File: config.mk
export PLATFORM = sky130hd
export DESIGN_NAME = layer_area_anomaly_detector_flat
export DESIGN_NICKNAME = d
export VERILOG_FILES = /design/src/sv/lad_pkg.sv /design/src/sv/lad_ifs.sv /design/src/sv/lad_front.sv /design/src/sv/lad_queue.sv /design/src/sv/lad_back.sv /design/src/sv/layer_area_anomaly_detector.sv /design/src/flat_wrapper.sv
export VERILOG_INCLUDE_DIRS = /design/src /design/src/sv
export SDC_FILE = /design/constraint.sdc
export NUM_CORES = 2
export LEC_CHECK = 0
export BUFFER_PORTS_ARGS = -buffer_cell sky130_fd_sc_hd__buf_4
export CAP_MARGIN = 40
export CORE_ASPECT_RATIO = 0.75
export CORE_MARGIN = 1.5
export CORE_UTILIZATION = 53
export DETAILED_ROUTE_END_ITERATION = 6
export PLACE_DENSITY = 0.78
export SLEW_MARGIN = 20
export SYNTH_ARGS = -nofsm -noshare
export SYNTH_HDL_FRONTEND = slang
export SYNTH_SLANG_ARGS = --single-unit
File: constraint.sdc
create_clock -name i_clk -period 21.9 [get_ports i_clk]
set_input_delay 3.285 -clock i_clk [delete_from_list [all_inputs] [get_ports i_clk]]
set_output_delay 3.285 -clock i_clk [all_outputs]
set_load 0.005 [all_outputs]
File: src/sv/assert_macros.svh
// ----------------------------------------------------------------------------
// Assertion macros
// Shared concurrent assertion forms, clocked on i_clk and held off in reset.
// ----------------------------------------------------------------------------
`ifndef ASSERT_MACROS_SVH
`define ASSERT_MACROS_SVH
`ifndef SYNTH
// Consequent must hold in the same cycle as the antecedent.
`define LAD_ASSERT(lbl, ante, cons, msg) \
    lbl: assert property (@(posedge i_clk) disable iff (!i_rst_n) (ante) |-> (cons)) \
        else $error(msg);
// Consequent must hold in the cycle after the antecedent.
`define LAD_ASSERT_NEXT(lbl, ante, cons, msg) \
    lbl: assert property (@(posedge i_clk) disable iff (!i_rst_n) (ante) |=> (cons)) \
        else $error(msg);
`else
`define LAD_ASSERT(lbl, ante, cons, msg)
`define LAD_ASSERT_NEXT(lbl, ante, cons, msg)
`endif
`endif

File: src/sv/lad_pkg.sv
// ----------------------------------------------------------------------------
// Layer area anomaly detector package
// Item types, register codes and fixed field widths.
// ----------------------------------------------------------------------------
package lad_pkg;

    localparam int IN_AREA_W   = 32;
    localparam int OUT_AREA_W  = 32;
    localparam int OFFSET_W    = 12;
    localparam int THR_W       = 12;
    localparam int CFG_IDX_W   = 2;
    localparam int SCALE_SHIFT = 9;   // thresholds are Q4.8, the average is sum/2
    localparam int QUEUE_DEPTH = 4;   // power of two

    localparam logic [THR_W-1:0] DROP_RESET    = 12'd128;
    localparam logic [THR_W-1:0] RISE_RESET    = 12'd512;
    localparam logic [THR_W-1:0] SIMILAR_RESET = 12'd51;

    typedef enum logic [CFG_IDX_W-1:0] {
        CFG_DROP    = 2'd0,
        CFG_RISE    = 2'd1,
        CFG_SIMILAR = 2'd2
    } t_cfg_reg;

    typedef struct packed {
        logic signed [IN_AREA_W-1:0] area_sample;
        logic                        last_layer;
    } t_in_item;

    typedef struct packed {
        logic [OFFSET_W-1:0]          layer_offset;
        logic                         flagged;
        logic                         is_rise;
        logic                         repair_ok;
        logic                         copy_from_prev;
        logic signed [OUT_AREA_W-1:0] measured_area;
        logic signed [OUT_AREA_W-1:0] neighbor_average;
    } t_out_item;

endpackage

File: src/sv/lad_ifs.sv
// ----------------------------------------------------------------------------
// Layer area anomaly detector channels
// Valid/ready interfaces for the sample, result and register write channels.
// ----------------------------------------------------------------------------
interface lad_in_if import lad_pkg::*; ();
    logic     valid;
    logic     ready;
    t_in_item data;

    modport source (output valid, output data, input ready);
    modport sink   (input valid, input data, output ready);
endinterface

interface lad_out_if import lad_pkg::*; ();
    logic      valid;
    logic      ready;
    t_out_item data;

    modport source (output valid, output data, input ready);
    modport sink   (input valid, input data, output ready);
endinterface

interface lad_cfg_if import lad_pkg::*; ();
    logic                 valid;
    logic                 ready;
    logic [CFG_IDX_W-1:0] index;
    logic [THR_W-1:0]     data;

    modport source (output valid, output index, output data, input ready);
    modport sink   (input valid, input index, input data, output ready);
endinterface

File: src/sv/lad_front.sv
// ----------------------------------------------------------------------------
// Layer area anomaly detector front end
// Keeps the per-object window, forms neighbour sums and gaps, queues a job.
// ----------------------------------------------------------------------------
module lad_front import lad_pkg::*; #(
    parameter int AREA_WIDTH = 32,
    parameter int MAX_LAYERS = 4096,
    localparam int JOB_W     = 3 * AREA_WIDTH + OFFSET_W + 3
) (
    input  logic             i_clk,
    input  logic             i_rst_n,
    lad_in_if.sink           i_in,
    input  logic             i_full,
    output logic             o_push,
    output logic [JOB_W-1:0] o_job
);

    localparam int LW = $clog2(MAX_LAYERS);
    localparam int SW = AREA_WIDTH + 1;
    localparam int RW = (AREA_WIDTH > IN_AREA_W) ? AREA_WIDTH : IN_AREA_W;

    typedef struct packed {
        logic [OFFSET_W-1:0]          offset;
        logic signed [AREA_WIDTH-1:0] value;
        logic signed [AREA_WIDTH:0]   sum;
        logic [AREA_WIDTH:0]          gap;
        logic                         from_prev;
    } t_job;

    logic [LW-1:0]                r_seen, n_seen;
    logic signed [AREA_WIDTH-1:0] r_older, n_older;
    logic signed [AREA_WIDTH-1:0] r_middle, n_middle;
    logic [RW-1:0]                raw;
    logic signed [AREA_WIDTH-1:0] sample;
    logic                         accept;
    logic                         emit;
    logic signed [SW-1:0]         d_pn, d_pv, d_nv;
    logic [SW-1:0]                a_pn, a_pv, a_nv;
    t_job                         job;

    // The sign is taken from the top bit of the configured area width.
    assign raw    = RW'($unsigned(i_in.data.area_sample));
    assign sample = $signed(raw[AREA_WIDTH-1:0]);

    assign i_in.ready = !i_full;
    assign accept     = i_in.valid && !i_full;
    assign emit       = (r_seen >= LW'(2));
    assign o_push     = accept && emit;

    always_comb begin
        d_pn = SW'(r_older) - SW'(sample);
        d_pv = SW'(r_older) - SW'(r_middle);
        d_nv = SW'(sample) - SW'(r_middle);
        a_pn = $unsigned(d_pn[AREA_WIDTH] ? -d_pn : d_pn);
        a_pv = $unsigned(d_pv[AREA_WIDTH] ? -d_pv : d_pv);
        a_nv = $unsigned(d_nv[AREA_WIDTH] ? -d_nv : d_nv);

        job.offset    = OFFSET_W'(r_seen - LW'(1));
        job.value     = r_middle;
        job.sum       = SW'(r_older) + SW'(sample);
        job.gap       = a_pn;
        job.from_prev = (a_pv <= a_nv);
    end

    assign o_job = job;

    always_comb begin
        n_seen   = r_seen;
        n_older  = r_older;
        n_middle = r_middle;
        if (accept) begin
            if (i_in.data.last_layer) begin
                n_seen   = '0;
                n_older  = '0;
                n_middle = '0;
            end else begin
                n_older  = r_middle;
                n_middle = sample;
                if (r_seen != LW'(MAX_LAYERS - 1)) begin
                    n_seen = r_seen + LW'(1);
                end
            end
        end
    end

    always_ff @(posedge i_clk) begin
        if (!i_rst_n) begin
            r_seen   <= '0;
            r_older  <= '0;
            r_middle <= '0;
        end else begin
            r_seen   <= n_seen;
            r_older  <= n_older;
            r_middle <= n_middle;
        end
    end

endmodule

File: src/sv/lad_queue.sv
// ----------------------------------------------------------------------------
// Layer area anomaly detector job queue
// Short first-in first-out buffer between the front and back ends.
// ----------------------------------------------------------------------------
`include "assert_macros.svh"

module lad_queue import lad_pkg::*; #(
    parameter int WIDTH = 8
) (
    input  logic             i_clk,
    input  logic             i_rst_n,
    input  logic             i_push,
    input  logic [WIDTH-1:0] i_data,
    output logic             o_full,
    input  logic             i_pop,
    output logic             o_valid,
    output logic [WIDTH-1:0] o_data
);

    localparam int PW = $clog2(QUEUE_DEPTH);
    localparam int CW = PW + 1;

    logic [WIDTH-1:0] r_mem [QUEUE_DEPTH];
    logic [PW-1:0]    r_wr, n_wr;
    logic [PW-1:0]    r_rd, n_rd;
    logic [CW-1:0]    r_count, n_count;

    assign o_full  = (r_count == CW'(QUEUE_DEPTH));
    assign o_valid = (r_count != '0);
    assign o_data  = r_mem[r_rd];

    always_comb begin
        n_wr    = i_push ? r_wr + PW'(1) : r_wr;
        n_rd    = i_pop ? r_rd + PW'(1) : r_rd;
        n_count = r_count + CW'(i_push) - CW'(i_pop);
    end

    always_ff @(posedge i_clk) begin
        if (i_push) begin
            r_mem[r_wr] <= i_data;
        end
    end

    always_ff @(posedge i_clk) begin
        if (!i_rst_n) begin
            r_wr    <= '0;
            r_rd    <= '0;
            r_count <= '0;
        end else begin
            r_wr    <= n_wr;
            r_rd    <= n_rd;
            r_count <= n_count;
        end
    end

    `LAD_ASSERT(a_count_bound, 1'b1, r_count <= CW'(QUEUE_DEPTH), "queue count above depth")
    `LAD_ASSERT_NEXT(a_count_up, i_push && !i_pop, r_count == $past(r_count) + CW'(1), "queue count did not rise")
    `LAD_ASSERT_NEXT(a_count_down, i_pop && !i_push, r_count == $past(r_count) - CW'(1), "queue count did not fall")

endmodule

File: src/sv/lad_back.sv
// ----------------------------------------------------------------------------
// Layer area anomaly detector back end
// Holds the thresholds, forms the cross products, judges and registers results.
// ----------------------------------------------------------------------------
`include "assert_macros.svh"

module lad_back import lad_pkg::*; #(
    parameter int AREA_WIDTH = 32,
    localparam int JOB_W     = 3 * AREA_WIDTH + OFFSET_W + 3
) (
    input  logic             i_clk,
    input  logic             i_rst_n,
    lad_cfg_if.sink          i_cfg,
    input  logic             i_valid,
    input  logic [JOB_W-1:0] i_job,
    output logic             o_pop,
    lad_out_if.source        o_out
);

    localparam int SW  = AREA_WIDTH + 1;
    localparam int PRW = AREA_WIDTH + THR_W + 2;
    localparam int XW  = 64;

    typedef struct packed {
        logic [OFFSET_W-1:0]          offset;
        logic signed [AREA_WIDTH-1:0] value;
        logic signed [AREA_WIDTH:0]   sum;
        logic [AREA_WIDTH:0]          gap;
        logic                         from_prev;
    } t_job;

    t_job                   job;
    logic [THR_W-1:0]       r_drop, r_rise, r_similar;
    logic                   s2_free, s1_free;
    logic signed [PRW-1:0]  value_ext;
    logic signed [SW-1:0]   rounded;
    logic signed [SW-1:0]   half;
    logic signed [XW-1:0]   value_wide, avg_wide;

    logic                   r_s1_valid;
    logic signed [PRW-1:0]  r_drop_prod, r_rise_prod, r_sim_prod;
    logic signed [PRW-1:0]  r_scaled, r_gap_scaled;
    logic                   r_sum_pos;
    logic                   r_from_prev;
    logic [OFFSET_W-1:0]    r_offset;
    logic [OUT_AREA_W-1:0]  r_value32, r_avg32;

    logic                   is_drop, is_up, flag;
    logic                   r_out_valid;
    t_out_item              r_out, n_out;

    assign job = i_job;

    // Register writes
    assign i_cfg.ready = 1'b1;

    always_ff @(posedge i_clk) begin
        if (!i_rst_n) begin
            r_drop    <= DROP_RESET;
            r_rise    <= RISE_RESET;
            r_similar <= SIMILAR_RESET;
        end else if (i_cfg.valid) begin
            case (t_cfg_reg'(i_cfg.index))
                CFG_DROP:    r_drop    <= i_cfg.data;
                CFG_RISE:    r_rise    <= i_cfg.data;
                CFG_SIMILAR: r_similar <= i_cfg.data;
                default: ;
            endcase
        end
    end

    // Stage flow: the output register frees stage one, stage one frees the queue.
    assign s2_free = !r_out_valid || o_out.ready;
    assign s1_free = !r_s1_valid || s2_free;
    assign o_pop   = i_valid && s1_free;

    // The average truncates toward zero, so negative sums are bumped first.
    always_comb begin
        value_ext  = PRW'(job.value);
        rounded    = job.sum + $signed(SW'(job.sum[AREA_WIDTH]));
        half       = rounded >>> 1;
        value_wide = XW'(job.value);
        avg_wide   = XW'(half);
    end

    always_ff @(posedge i_clk) begin
        if (!i_rst_n) begin
            r_s1_valid <= 1'b0;
        end else if (s1_free) begin
            r_s1_valid <= i_valid;
        end
    end

    always_ff @(posedge i_clk) begin
        if (o_pop) begin
            r_drop_prod  <= PRW'($signed({1'b0, r_drop})) * PRW'(job.sum);
            r_rise_prod  <= PRW'($signed({1'b0, r_rise})) * PRW'(job.sum);
            r_sim_prod   <= PRW'($signed({1'b0, r_similar})) * PRW'(job.sum);
            r_scaled     <= value_ext <<< SCALE_SHIFT;
            r_gap_scaled <= $signed(PRW'({job.gap, {SCALE_SHIFT{1'b0}}}));
            r_sum_pos    <= !job.sum[AREA_WIDTH] && (job.sum != '0);
            r_from_prev  <= job.from_prev;
            r_offset     <= job.offset;
            r_value32    <= value_wide[OUT_AREA_W-1:0];
            r_avg32      <= avg_wide[OUT_AREA_W-1:0];
        end
    end

    // Judgement: with a positive sum the ratio tests become plain compares.
    always_comb begin
        is_drop = (r_scaled < r_drop_prod);
        is_up   = (r_scaled > r_rise_prod);
        flag    = r_sum_pos && (is_drop || is_up);

        n_out.layer_offset     = r_offset;
        n_out.flagged          = flag;
        n_out.is_rise          = flag && !is_drop;
        n_out.repair_ok        = flag && (r_gap_scaled <= r_sim_prod);
        n_out.copy_from_prev   = flag && r_from_prev;
        n_out.measured_area    = $signed(r_value32);
        n_out.neighbor_average = $signed(r_avg32);
    end

    always_ff @(posedge i_clk) begin
        if (!i_rst_n) begin
            r_out_valid <= 1'b0;
        end else if (s2_free) begin
            r_out_valid <= r_s1_valid;
        end
    end

    always_ff @(posedge i_clk) begin
        if (s2_free && r_s1_valid) begin
            r_out <= n_out;
        end
    end

    assign o_out.valid = r_out_valid;
    assign o_out.data  = r_out;

    `LAD_ASSERT(a_unflagged_quiet, r_out_valid && !r_out.flagged, !r_out.is_rise && !r_out.repair_ok && !r_out.copy_from_prev, "unflagged result carries flags")
    `LAD_ASSERT_NEXT(a_stall_keeps, r_out_valid && !o_out.ready, r_out_valid, "result dropped while stalled")
    `LAD_ASSERT_NEXT(a_stage_moves, r_s1_valid && s2_free, r_out_valid, "stage one item did not reach output")

endmodule

File: src/sv/layer_area_anomaly_detector.sv
// ----------------------------------------------------------------------------
// Layer area anomaly detector
// i_in carries one layer area (signed Q23.8) and a last-layer mark per item.
// From the third layer of an object on, each item judges the layer before it
// against its two neighbours and yields one result on o_out; the first two
// items of an object and the layer after a last-layer mark yield none.
// i_cfg writes the drop, rise and similarity thresholds (Q4.8) by index;
// writes to unused indices are dropped. Write only while the block is idle.
// Throughput: one item per cycle while the job queue is not full. A result
// becomes valid once its job has entered the queue at the accepting edge and
// has passed the cross-product stage and the output register.
// The front end stalls only when the four-entry job queue is full, so a
// stalled receiver holds o_out steady and backs up into i_in after the queue
// and both back-end stages fill. Synchronous reset clears the window, the
// queue and all pipeline valids, and loads the threshold reset values.
// ----------------------------------------------------------------------------
module layer_area_anomaly_detector import lad_pkg::*; #(
    parameter int MAX_LAYERS = 4096,
    parameter int AREA_WIDTH = 32
) (
    input  logic       i_clk,
    input  logic       i_rst_n,
    lad_in_if.sink     i_in,
    lad_out_if.source  o_out,
    lad_cfg_if.sink    i_cfg
);

    localparam int JOB_W = 3 * AREA_WIDTH + OFFSET_W + 3;

    logic             push;
    logic             full;
    logic             pop;
    logic             job_valid;
    logic [JOB_W-1:0] push_job;
    logic [JOB_W-1:0] pop_job;

    lad_front #(
        .AREA_WIDTH (AREA_WIDTH),
        .MAX_LAYERS (MAX_LAYERS)
    ) u_front (
        .i_clk   (i_clk),
        .i_rst_n (i_rst_n),
        .i_in    (i_in),
        .i_full  (full),
        .o_push  (push),
        .o_job   (push_job)
    );

    lad_queue #(
        .WIDTH (JOB_W)
    ) u_queue (
        .i_clk   (i_clk),
        .i_rst_n (i_rst_n),
        .i_push  (push),
        .i_data  (push_job),
        .o_full  (full),
        .i_pop   (pop),
        .o_valid (job_valid),
        .o_data  (pop_job)
    );

    lad_back #(
        .AREA_WIDTH (AREA_WIDTH)
    ) u_back (
        .i_clk   (i_clk),
        .i_rst_n (i_rst_n),
        .i_cfg   (i_cfg),
        .i_valid (job_valid),
        .i_job   (pop_job),
        .o_pop   (pop),
        .o_out   (o_out)
    );

endmodule
File: src/flat_wrapper.sv
// flat-port wrapper written by rule: the top's interface ports become plain ports
module layer_area_anomaly_detector_flat import lad_pkg::*;
#(
    parameter int MAX_LAYERS = 4096,
    parameter int AREA_WIDTH = 32
)
  (i_clk, i_rst_n, i_in_valid, i_in_data, i_in_ready, o_out_valid, o_out_data, o_out_ready, i_cfg_valid, i_cfg_index, i_cfg_data, i_cfg_ready);
  lad_in_if i_in_i ();
  lad_out_if o_out_i ();
  lad_cfg_if i_cfg_i ();
  input  logic i_clk;
  input  logic i_rst_n;
  input wire logic [$bits(i_in_i.valid)-1:0] i_in_valid;
  input wire logic [$bits(i_in_i.data)-1:0] i_in_data;
  output wire logic [$bits(i_in_i.ready)-1:0] i_in_ready;
  output wire logic [$bits(o_out_i.valid)-1:0] o_out_valid;
  output wire logic [$bits(o_out_i.data)-1:0] o_out_data;
  input wire logic [$bits(o_out_i.ready)-1:0] o_out_ready;
  input wire logic [$bits(i_cfg_i.valid)-1:0] i_cfg_valid;
  input wire logic [$bits(i_cfg_i.index)-1:0] i_cfg_index;
  input wire logic [$bits(i_cfg_i.data)-1:0] i_cfg_data;
  output wire logic [$bits(i_cfg_i.ready)-1:0] i_cfg_ready;
  assign i_in_i.valid = i_in_valid;
  assign i_in_i.data = i_in_data;
  assign i_in_ready = i_in_i.ready;
  assign o_out_valid = o_out_i.valid;
  assign o_out_data = o_out_i.data;
  assign o_out_i.ready = o_out_ready;
  assign i_cfg_i.valid = i_cfg_valid;
  assign i_cfg_i.index = i_cfg_index;
  assign i_cfg_i.data = i_cfg_data;
  assign i_cfg_ready = i_cfg_i.ready;
  layer_area_anomaly_detector #(.MAX_LAYERS(MAX_LAYERS), .AREA_WIDTH(AREA_WIDTH)) u_core (.i_clk(i_clk), .i_rst_n(i_rst_n), .i_in(i_in_i), .o_out(o_out_i), .i_cfg(i_cfg_i));
endmodule
==> results.sh <==
export IMPL_synth_top_cell_by_area="edfxtp_1"
export IMPL_drive_gt1_share_pct=6.58
export IMPL_clock_latency_ps=730
export IMPL_synth_top_area_share_pct=27.2
export IMPL_status="complete, but fails checks"
export IMPL_core_area_um2=158000
export IMPL_syn_to_final_growth_pct=7.22
export IMPL_path_max_fanout=40
export IMPL_cts_made_buffers=89
export IMPL_hp_class="register to register"
export IMPL_fin_setup_tns_ps=0
export IMPL_synth_area_per_cell_um2=10.2
export IMPL_most_common_layout_cells="inv_1 (1619), fa_1 (1049), nand2_1 (1040), edfxtp_1 (769), ha_1 (584)"
export IMPL_ios=135
export IMPL_period_share_pct=41.1
export IMPL_grt_pass1_vias=62200
export IMPL_synth_seq_cells=892
export IMPL_grt_usage_pct=27.8
export IMPL_first_iter_violations=5929
export IMPL_cp_end_kind="register"
export IMPL_maxCapViolations=0
export IMPL_start_kind="register"
export IMPL_arrival_ps=9470
export IMPL_gp_congestion=0.941
export IMPL_yosysSeqAreaShare_pct=30.1
export IMPL_dp_cells=10300
export IMPL_maxSlewHeadroom_pct=37.1
export IMPL_antenna_found_initial=15
export IMPL_cts_root_buf="clkbuf_16"
export IMPL_grt_pass1_wl_um=351000
export IMPL_syn_area_um2=84800
export IMPL_r2r_slack_ps=12890
export IMPL_grt_overflow_total=0
export IMPL_hold_viol_final=0
export IMPL_synthesis_nets=9989
export IMPL_path_clk_slew_ps=70
export IMPL_dr_pass1_iters=7
export IMPL_die_area_um2=162000
export IMPL_required_ps=22360
export IMPL_synth_area_leaders="edfxtp_1 (27%), fa_1 (25%), ha_1 (8.6%)"
export IMPL_die_y_um=349
export IMPL_cts_setup_buffers=0
export IMPL_clockBufferDepth=3
export IMPL_synth_edf_count=769
export IMPL_tightestPinTransition_ps=931
export IMPL_clock_sinks=892
export IMPL_fin_cells=10400
export IMPL_violations="DRC"
export IMPL_n_fill_cell=12800
export IMPL_yosys_warnings=0
export IMPL_finClkSkew_ps=77.1
export IMPL_yosysUniqueCellTypes=88
export IMPL_timing_fmax_mhz=111
export IMPL_slew_violations=0
export IMPL_final_common_cell="inv_1"
export IMPL_ys_async_sr_fraction_pct=0
export IMPL_vias=59800
export IMPL_wl_per_cell_um=21.4
export IMPL_synthCells=8304
export IMPL_start_util_pct=53.6
export IMPL_grt_max_degree=76
export IMPL_drtAntennaViolNets=0
export IMPL_viasPerCell=5.73
export IMPL_hold_buffers=0
export IMPL_routed_wl_um=223000
export IMPL_ctsResizeCount=0
export IMPL_rsz0062_at_grt="no"
export IMPL_finalCriticalPeriod_ps=9010
export IMPL_crit_type="register to register"
export IMPL_drc=18
export IMPL_h_tree_depth=3
export IMPL_layout_nets=9932
export IMPL_rows=126
export IMPL_die_width_um=465
export IMPL_io_buffers=133
export IMPL_whs_ps=413
export IMPL_cts_tree="yes"
export IMPL_finalSetupViolCount=0
export IMPL_post_dp_hpwl_um=162000
export IMPL_ys_flop_type="edfxtp_1"
worst max-delay path: stages, from the launching register on:
cell and delay, ps:
dfxtp_4 820, buf_4 640, mux4_2 590, buf_4 350, and2_1 310, fa_1 550, inv_1 60, fa_1 540
inv_1 50, fa_1 480, fa_1 520, inv_1 60, fa_1 480, inv_1 40, ha_1 340, nand4_1 130
nor4_1 440, o311a_1 310, o21ai_0 110, and3b_1 220, o221a_2 270, o31ai_1 330, a31oi_1 230, o41ai_1 500
o41ai_1 140, xnor2_1 140
path summary, 6_finish.rpt:
kind                                                          start                                      to  cells after the start
worst min-delay path            u_core.u_back.r_offset[7]$_DFFE_PP_  u_core.u_back.o_out.data[75]$_DFFE_PP_                      0
worst min register to register  u_core.u_back.r_offset[7]$_DFFE_PP_  u_core.u_back.o_out.data[75]$_DFFE_PP_                      0
worst max-delay path                                       register  u_core.u_back.r_sim_prod[45]$_DFFE_PP_                     25
worst max register to register                             register  u_core.u_back.r_sim_prod[45]$_DFFE_PP_                     25
final cells by class:
cell class | count | area (µm²) | area share (%)
Timing Repair Buffer | 240 | 2010 | 2.21
Inverter | 1619 | 6080 | 6.68
Multi-Input combinational cell | 5405 | 51700 | 56.9
Clock buffer | 110 | 2350 | 2.59
Tap cell | 2112 | 2640 | 2.91
Sequential cell | 892 | 25600 | 28.1
Antenna cell | 7 | 17.5 | 0.0193
Clock inverter | 53 | 518 | 0.570
metal layers:
metal	part of all wire (%)	vias to the layer above	GRT usage, %
li1	-	26500	-
met1	41	29900	38.1
met2	45	2950	42.9
met3	11	441	7.29
met4	3.6	14	9.60
met5	0.046	-	0
through the flow:
step                      worst slack, ps  utilization (%)  cell area [µm²]
after detailed placement            12720             55.6            87900
after global routing                12330             57.5            90900
after CTS                           12960             57.4            90700
after floorplan                      3670                -            84800
after global placement              12790             55.4            87700
final                               12890             57.5            90900
registers in the layout, indices dropped and copies added, names as in the netlist, 32 cells and up, named ones only:
name / count
u_core.u_queue.r_mem: 440
u_core.u_back.o_out.data: 80
u_core.u_back.r_drop_prod: 46
u_core.u_back.r_rise_prod: 46
u_core.u_back.r_sim_prod: 46
u_core.u_back.r_gap_scaled: 33
u_core.u_back.r_avg32: 32
u_core.u_back.r_value32: 32
u_core.u_front.r_middle: 32
u_core.u_front.r_older: 32
kinds of logic after synthesis:
family / share of synthesized area [%]
flops: 30.1
buf+inv: 8.91
fa+ha+maj: 33.4
simple gates: 13.1
compound gates: 7.75
other cells: 0.00442
mux: 3.03
xor+xnor: 3.73
synthesized netlist by cell type, drive strengths merged (40+ instances only):
master,count
fa,1049
a21o,160
xor2,114
nor2b,40
o21ai,140
nand2,1042
nor2,241
o21a,41
and2,544
clkbuf,355
a21oi,337
inv,1619
xnor2,247
nand4,61
a21boi,42
ha,584
edfxtp,769
nand3,78
mux4,110
nor3,71
dfxtp,123
Power is left out: the tool's default activity adds up to more than one toggle a clock period on the data nets, which glitch-free logic cannot reach.
